## src/rtl/core/spimt_pkg.sv

```systemverilog
// ----------------------------------------------------------------------------
// SPI mode-3 transaction master package
// Shared types, codes and timing constants of the serial engine.
// ----------------------------------------------------------------------------
package spimt_pkg;

  // Timing of the serial frame, in ticks
  localparam logic [7:0] HALF_TICKS  = 8'd1;
  localparam logic [7:0] GUARD_TICKS = 8'd1;

  // Command codes carried by each request
  localparam logic [2:0] ACT_TICK   = 3'd0;
  localparam logic [2:0] ACT_RESET  = 3'd1;
  localparam logic [2:0] ACT_WRITE1 = 3'd2;
  localparam logic [2:0] ACT_WRITE2 = 3'd3;
  localparam logic [2:0] ACT_READ1  = 3'd4;
  localparam logic [2:0] ACT_READ2  = 3'd5;
  localparam logic [2:0] ACT_READ3  = 3'd6;

  // Configuration register indexes
  localparam logic REG_SELECTED_CHIP = 1'b0;

  typedef enum logic [5:0] {
    PH_IDLE  = 6'b000001,
    PH_LEAD  = 6'b000010,
    PH_LOW   = 6'b000100,
    PH_HIGH  = 6'b001000,
    PH_TRAIL = 6'b010000,
    PH_DONE  = 6'b100000
  } phase_t;

  typedef struct packed {
    logic [2:0]  action;
    logic [7:0]  reg_addr;
    logic [15:0] write_data;
    logic        miso;
  } item_t;

  typedef struct packed {
    logic        rejected;
    logic [23:0] read_data;
    logic        done_res;
    logic        busy_res;
    logic        cs1_n;
    logic        cs0_n;
    logic        mosi;
    logic        sclk;
  } res_t;

endpackage

```

## src/rtl/core/spimt_engine.sv

```systemverilog
// ----------------------------------------------------------------------------
// SPI mode-3 serial engine
// Holds the frame state and advances it by one tick per step.
// ----------------------------------------------------------------------------
module spimt_engine (
  input  logic           clk,
  input  logic           rst_n,
  input  logic           step,
  input  spimt_pkg::item_t item,
  input  logic           selected_chip,
  output logic           idle,
  output spimt_pkg::res_t res
);

  spimt_pkg::phase_t phase_r, phase_nxt;
  logic [7:0]  tick_r, tick_nxt;
  logic [5:0]  bits_r, bits_nxt;
  logic [31:0] oshift_r, oshift_nxt;
  logic [23:0] ishift_r, ishift_nxt;
  logic [4:0]  rbits_r, rbits_nxt;
  logic        sclk_r, sclk_nxt;
  logic        mosi_r, mosi_nxt;
  logic        lwr_r, lwr_nxt;

  logic        cmd;
  logic        cs_low;
  logic        done;
  logic        busy;
  logic [23:0] rdata;
  logic [7:0]  tick_inc;

  assign cmd  = (item.action >= spimt_pkg::ACT_RESET) && (item.action <= spimt_pkg::ACT_READ3);
  assign idle = (phase_r == spimt_pkg::PH_IDLE);

  always_comb begin
    phase_nxt  = phase_r;
    tick_nxt   = tick_r;
    bits_nxt   = bits_r;
    oshift_nxt = oshift_r;
    ishift_nxt = ishift_r;
    rbits_nxt  = rbits_r;
    sclk_nxt   = sclk_r;
    mosi_nxt   = mosi_r;
    lwr_nxt    = lwr_r;
    cs_low     = 1'b1;
    done       = 1'b0;
    busy       = 1'b1;
    rdata      = '0;

    // Start a frame on a command seen while idle
    if (idle && cmd) begin
      phase_nxt  = spimt_pkg::PH_LEAD;
      tick_nxt   = '0;
      ishift_nxt = '0;
      rbits_nxt  = '0;
      lwr_nxt    = 1'b0;
      case (item.action)
        spimt_pkg::ACT_RESET: begin
          oshift_nxt = '1;
          bits_nxt   = 6'd32;
        end
        spimt_pkg::ACT_WRITE1: begin
          oshift_nxt = {item.reg_addr, item.write_data[7:0], 16'h0000};
          bits_nxt   = 6'd16;
        end
        spimt_pkg::ACT_WRITE2: begin
          oshift_nxt = {item.reg_addr, item.write_data, 8'h00};
          bits_nxt   = 6'd24;
        end
        spimt_pkg::ACT_READ1: begin
          oshift_nxt = {item.reg_addr, 24'h000000};
          bits_nxt   = 6'd8;
          rbits_nxt  = 5'd8;
          lwr_nxt    = 1'b1;
        end
        spimt_pkg::ACT_READ2: begin
          oshift_nxt = {item.reg_addr, 24'h000000};
          bits_nxt   = 6'd8;
          rbits_nxt  = 5'd16;
          lwr_nxt    = 1'b1;
        end
        default: begin
          oshift_nxt = {item.reg_addr, 24'h000000};
          bits_nxt   = 6'd8;
          rbits_nxt  = 5'd24;
          lwr_nxt    = 1'b1;
        end
      endcase
    end

    tick_inc = tick_nxt + 8'd1;

    case (phase_nxt)
      spimt_pkg::PH_LEAD: begin
        sclk_nxt = 1'b1;
        tick_nxt = tick_inc;
        if (tick_inc >= spimt_pkg::GUARD_TICKS) begin
          tick_nxt  = '0;
          phase_nxt = spimt_pkg::PH_LOW;
        end
      end
      spimt_pkg::PH_LOW: begin
        sclk_nxt = 1'b0;
        if (tick_nxt == 8'd0 && bits_nxt != 6'd0) begin
          mosi_nxt   = oshift_nxt[31];
          oshift_nxt = {oshift_nxt[30:0], 1'b0};
        end
        tick_nxt = tick_inc;
        if (tick_inc >= spimt_pkg::HALF_TICKS) begin
          tick_nxt  = '0;
          phase_nxt = spimt_pkg::PH_HIGH;
        end
      end
      spimt_pkg::PH_HIGH: begin
        sclk_nxt = 1'b1;
        tick_nxt = tick_inc;
        if (tick_inc >= spimt_pkg::HALF_TICKS) begin
          tick_nxt = '0;
          if (bits_nxt != 6'd0) begin
            bits_nxt = bits_nxt - 6'd1;
          end else if (rbits_nxt != 5'd0) begin
            rbits_nxt  = rbits_nxt - 5'd1;
            ishift_nxt = {ishift_nxt[22:0], item.miso};
          end
          if (bits_nxt == 6'd0 && rbits_nxt == 5'd0) begin
            phase_nxt = spimt_pkg::PH_TRAIL;
          end else begin
            phase_nxt = spimt_pkg::PH_LOW;
          end
        end
      end
      spimt_pkg::PH_TRAIL: begin
        sclk_nxt = 1'b1;
        tick_nxt = tick_inc;
        if (tick_inc >= spimt_pkg::GUARD_TICKS) begin
          tick_nxt  = '0;
          phase_nxt = spimt_pkg::PH_DONE;
        end
      end
      spimt_pkg::PH_DONE: begin
        sclk_nxt  = 1'b1;
        cs_low    = 1'b0;
        done      = 1'b1;
        rdata     = lwr_nxt ? ishift_nxt : 24'h000000;
        phase_nxt = spimt_pkg::PH_IDLE;
        tick_nxt  = '0;
      end
      default: begin
        sclk_nxt  = 1'b1;
        cs_low    = 1'b0;
        busy      = 1'b0;
        phase_nxt = spimt_pkg::PH_IDLE;
      end
    endcase

    res.sclk      = sclk_nxt;
    res.mosi      = mosi_nxt;
    res.cs0_n     = !(cs_low && !selected_chip);
    res.cs1_n     = !(cs_low && selected_chip);
    res.busy_res  = busy;
    res.done_res  = done;
    res.read_data = rdata;
    res.rejected  = cmd && !idle;
  end

  always_ff @(posedge clk) begin
    if (!rst_n) begin
      phase_r  <= spimt_pkg::PH_IDLE;
      tick_r   <= '0;
      bits_r   <= '0;
      oshift_r <= '0;
      ishift_r <= '0;
      rbits_r  <= '0;
      sclk_r   <= 1'b1;
      mosi_r   <= 1'b0;
      lwr_r    <= 1'b0;
    end else if (step) begin
      phase_r  <= phase_nxt;
      tick_r   <= tick_nxt;
      bits_r   <= bits_nxt;
      oshift_r <= oshift_nxt;
      ishift_r <= ishift_nxt;
      rbits_r  <= rbits_nxt;
      sclk_r   <= sclk_nxt;
      mosi_r   <= mosi_nxt;
      lwr_r    <= lwr_nxt;
    end
  end

endmodule

```

## src/rtl/core/spi_mode3_transaction_master.sv

```systemverilog
// ----------------------------------------------------------------------------
// SPI mode-3 transaction master
// Tick-driven SPI master with reset, write and read transactions.
// ----------------------------------------------------------------------------
// Usage:
//   Each request on the in_ stream is one timing tick of the serial engine.
//   in_tuser carries the command (tick only, reset, write one/two, read 1..3
//   bytes); in_tdata carries the register byte, write data and sampled miso.
//   Every request produces exactly one response on the out_ stream with the
//   line levels for that tick (sclk, mosi, both chip selects), busy, a done
//   pulse with the bytes read, and a flag for a command refused while busy.
//   A request passes through the input register and then the response
//   register. One request is taken every cycle unless the receiver stalls;
//   a single pass of the tick logic per tick keeps the rate at one.
//   When the receiver stalls, the response register holds and the input
//   register fills, after which in_tready drops until out_tready returns.
//   The APB port holds selected_chip at address 0; a write is taken only
//   while no frame is in progress. Reset clears both registers, returns the
//   engine to idle with sclk high and selects chip select zero.
// ----------------------------------------------------------------------------
module spi_mode3_transaction_master (
  input  logic        clk,
  input  logic        rst_n,
  // Request stream
  input  logic        in_tvalid,
  output logic        in_tready,
  input  logic [31:0] in_tdata,   // [7:0] reg_addr, [23:8] write_data, [24] miso
  input  logic [2:0]  in_tuser,   // [2:0] action
  // Response stream
  output logic        out_tvalid,
  input  logic        out_tready,
  output logic [31:0] out_tdata,  // [0] sclk, [1] mosi, [2] cs0_n, [3] cs1_n,
                                  // [4] busy_res, [5] done_res,
                                  // [29:6] read_data, [30] rejected
  // Configuration
  input  logic        cfg_psel,
  input  logic        cfg_penable,
  input  logic        cfg_pwrite,
  input  logic [2:0]  cfg_paddr,
  input  logic [31:0] cfg_pwdata,
  output logic [31:0] cfg_prdata,
  output logic        cfg_pready
);

  logic              s1_valid_r, s1_valid_nxt;
  spimt_pkg::item_t  s1_item_r;
  logic              out_valid_r, out_valid_nxt;
  spimt_pkg::res_t   out_res_r;
  spimt_pkg::res_t   res;
  logic              adv;
  logic              step;
  logic              in_acc;
  logic              eng_idle;
  logic              sel_chip_r;
  logic              cfg_wr;

  // Advance the pipe whenever the response register is free or draining
  assign adv       = !out_valid_r || out_tready;
  assign step      = s1_valid_r && adv;
  assign in_tready = !s1_valid_r || adv;
  assign in_acc    = in_tvalid && in_tready;

  assign s1_valid_nxt  = in_acc ? 1'b1 : (step ? 1'b0 : s1_valid_r);
  assign out_valid_nxt = step ? 1'b1 : (out_tready ? 1'b0 : out_valid_r);

  always_ff @(posedge clk) begin
    if (!rst_n) begin
      s1_valid_r  <= 1'b0;
      out_valid_r <= 1'b0;
    end else begin
      s1_valid_r  <= s1_valid_nxt;
      out_valid_r <= out_valid_nxt;
    end
  end

  // Capture the request payload
  always_ff @(posedge clk) begin
    if (in_acc) begin
      s1_item_r.action     <= in_tuser;
      s1_item_r.reg_addr   <= in_tdata[7:0];
      s1_item_r.write_data <= in_tdata[23:8];
      s1_item_r.miso       <= in_tdata[24];
    end
    if (step) begin
      out_res_r <= res;
    end
  end

  spimt_engine u_engine (
    .clk           (clk),
    .rst_n         (rst_n),
    .step          (step),
    .item          (s1_item_r),
    .selected_chip (sel_chip_r),
    .idle          (eng_idle),
    .res           (res)
  );

  // Configuration: drop writes while a frame is in progress
  assign cfg_pready = 1'b1;
  assign cfg_wr     = cfg_psel && cfg_penable && cfg_pwrite && cfg_pready
                      && (cfg_paddr[2] == spimt_pkg::REG_SELECTED_CHIP)
                      && (cfg_paddr[1:0] == 2'b00);

  always_ff @(posedge clk) begin
    if (!rst_n) begin
      sel_chip_r <= 1'b0;
    end else if (cfg_wr && eng_idle) begin
      sel_chip_r <= cfg_pwdata[0];
    end
  end

  assign cfg_prdata = (cfg_paddr[2] == spimt_pkg::REG_SELECTED_CHIP)
                      ? {31'h00000000, sel_chip_r} : 32'h00000000;

  assign out_tvalid = out_valid_r;
  assign out_tdata  = {1'b0, out_res_r};

endmodule

```

## config.mk

```make
export PLATFORM = sky130hd
export DESIGN_NAME = spi_mode3_transaction_master
export DESIGN_NICKNAME = d
export VERILOG_FILES = /design/src/rtl/core/spimt_pkg.sv /design/src/rtl/core/spimt_engine.sv /design/src/rtl/core/spi_mode3_transaction_master.sv
export SDC_FILE = /design/constraint.sdc
export NUM_CORES = 1
export LEC_CHECK = 0
export ABC_AREA = 1
export BUFFER_PORTS_ARGS = -buffer_cell sky130_fd_sc_hd__buf_2
export CORE_MARGIN = 4
export CORE_UTILIZATION = 24
export DETAILED_ROUTE_END_ITERATION = 7
export PLACE_DENSITY = 0.44
export SLEW_MARGIN = 25
export SYNTH_ARGS = -nofsm -noshare
export SYNTH_HDL_FRONTEND = slang
export SYNTH_SLANG_ARGS = --single-unit
```

## constraint.sdc

```tcl
create_clock -name clk -period 3.8 [get_ports clk]
set_clock_uncertainty 0.15 [all_clocks]
set_input_delay 0.38 -clock clk [delete_from_list [all_inputs] [get_ports clk]]
set_output_delay 0.38 -clock clk [all_outputs]
set_load 0.03 [all_outputs]
```

==> out/metrics.yaml <==
status: "finished clean"
hold_class: "in -> reg"
cts.path.max_buffers: 2
yosysSeqAreaShare: 0.458
ys_ff_latch: 145
synthArstFlopShare: 0
rsz0062_at_grt: "false"
root_buffer: "clkbuf_16"
wirelength_um: 19000
first_iter_violations: 374
grt_pass1_wl_um: 31500
antennaDiodeCount: 0
place.gp.congestion: 0.770
syn_avg_cell_area_um2: 7.50
fin_nets: 1181
finalSetupTns_ns: 0
grt_start_max_net_pins: 91
finalHoldViolCount: 0
synth_ff_type: "dfxtp_1"
drv_cap: 0
htreeDepth: 4
synth_edf_count: 59
ir_worst_vdd_mv: 0.270
first_pass_iters: 4
vias: 6464
slew_headroom: 0.303
initial_core_util: 0.243
synth_area_um2: 7630
layout_min_cycle_time_ns: 3.41
cp_max_fo: 90
yosysUniqueCellTypes: 45
io_pins: 144
clock-sinks: 145
cts_tree: "built"
layout_commonest_cell: "nand2_1"
cellPowerDensity_nw_per_um2: 429
cp-start-kind: "flip-flop"
grt_pass1_vias: 6141
postCtsSetupRepairBufs: 0
max_freq_mhz: 293
hold-worst-slack_ns: 0.0245
path_clk_slew_ns: 0.07
clk_latency_ns: 0.42
core_um2: 31500
fin_area_um2: 9100
grt-ovfl-total: 0
yosys_warnings: 0
required_ns: 3.99
die-area_um2: 34700
syn2layout_area_growth_pct: 19.2
std_cell_rows: 65
cts_made_buffers: 17
setup-violations-final: 0
hpwl_um: 12000
arrival_ns: 3.60
grt_antenna_before_repair: 0
place_area_um2: 8280
synthCells: 1018
rr_worst_depth: 16
die_h_um: 186
worst_pin_slew_ns: 1.04
final_cell_mix: "nand2_1, a21oi_1, inv_1"
end_kind: "flip-flop"
path_class: "reg -> reg"
maxSlewViolCount: 0
via_per_inst: 4.28
drc_errors: 0
whs_path_depth: 1
track_usage: 0.109
fp.dieW_um: 186
portBuffers: 72
finalCritPeriodShare: 0.898
power.leakage_uw: 0.00393
detail_route.wl_per_cell_um: 12.6
drive_gt1_frac: 0.137
ant_nets: 0
## cell usage after synthesis, types with 2 or more instances
cell type  count  area (um^2)
a211oi_1       2         15.0
a21o_1         3         22.5
a21oi_1      127          636
a221oi_1       6         52.6
a22oi_1        3         22.5
and3_1         2         12.5
buf_2          9         45.0
buf_4         37          278
buf_6          3         33.8
clkbuf_1      33          124
clkinv_2       2         10.0
conb_1         2         7.51
dfxtp_1       86         1720
edfxtp_1      59         1770
ha_1           7         87.6
inv_1        120          450
inv_2         10         37.5
nand2_1      264          991
nand2_2        7         43.8
nand2_4        2         22.5
nand3_1       66          330
nand3b_1       2         15.0
nand4_1        4         25.0
nor2_1        60          225
nor2_2         2         12.5
nor2_4         4         45.0
nor2_8         3         60.1
nor3_1        14         70.1
o211ai_1       4         30.0
o211ai_2       2         25.0
o21ai_0       43          215
o21ai_1       16         80.1
xnor2_1        2         17.5
## state kept, by name, summed over array words and instances (netlist names)
register	count
u_engine.oshift_r	32
out_tdata	31
s1_item_r	28
u_engine.ishift_r	24
u_engine.tick_r	8
u_engine.bits_r	6
u_engine.phase_r	6
u_engine.rbits_r	5
out_tvalid	1
s1_valid_r	1
sel_chip_r	1
u_engine.lwr_r	1
u_engine.mosi_r	1
## cells by family (layout without fill, tap and decap cells)
| logic type | Yosys count | count (layout) | synth area share |
|---|---|---|---|
| DFF | 145 | 145 | 0.458 |
| AOI/OAI and AO/OA | 212 | 212 | 0.151 |
| and+or+nand+nor | 433 | 433 | 0.247 |
| other | 2 | 33 | 0.000984 |
| buffers and inverters | 217 | 278 | 0.130 |
| adders and majority gates | 7 | 7 | 0.0115 |
| xor gates and xnor gates | 2 | 2 | 0.00229 |
## final timing paths
path,from,end,slack [ns]
worst max-delay path,s1_item_r[26],u_engine.oshift_r[19],0.39
worst min register to register,u_engine.oshift_r[29],u_engine.oshift_r[29],0.31
worst max register to register,s1_item_r[26],u_engine.oshift_r[19],0.39
worst min-delay path,in_tdata[24],s1_item_r[0],0.02
## area by class of cell
| type | count | area [um^2] |
|---|---|---|
| clock buffers | 19 | 433 |
| clock inverters | 13 | 113 |
| fillers | 3414 | 22400 |
| inverters | 134 | 509 |
| multi-input cells | 687 | 3280 |
| flip-flops and latches | 145 | 3490 |
| well taps | 402 | 503 |
| repair buffers | 112 | 766 |
## critical path, stage by stage, from the launching register on
cell and delay (ns):
edfxtp_1 0.50, inv_2 0.09, nand2_1 0.06, nand2_1 0.12, nand2_2 0.13, nand2_4 0.11, buf_12 0.35, nand2_1 0.21
ha_1 0.27, nand2_2 0.10, nor2_4 0.06, nand2_4 0.16, o2111ai_2 0.24, buf_4 0.31, a21oi_1 0.16, o21ai_0 0.11
a21oi_1 0.16
## metal layers
layer / global-route usage / vias to the layer above / routed length [um]
met2: 0.173 / 113 / 8470
met1: 0.148 / 2927 / 9530
met5: 0 / - / 0
met4: 0.0336 / 0 / 304
li1: - / 3409 / -
met3: 0.0251 / 15 / 708
## stage by stage
stage                     cells  setup WS [ns]  total power [uW]   util
final                      1512          0.387              3900  0.289
after global routing       1512         0.0978              4110  0.289
after CTS                  1512          0.261              3960  0.289
after detailed placement   1453          0.300              2330  0.263
after global placement     1453          0.341              2330  0.263
after floorplan            1049          0.590              2200      -
## repair_timing
item | CTS | global route
endpoints found under the hold margin | 27 | 0
endpoints found under the setup margin | 0 | 22
gates resized for setup | 0 | 1
hold buffers | 27 | 0
## power by group
group	internal, uW	switching (uW)
Combinational	175	419
Sequential	1690	27.0
Clock	899	693
Total	2760	1140
(Power assumes the default switching activity.)
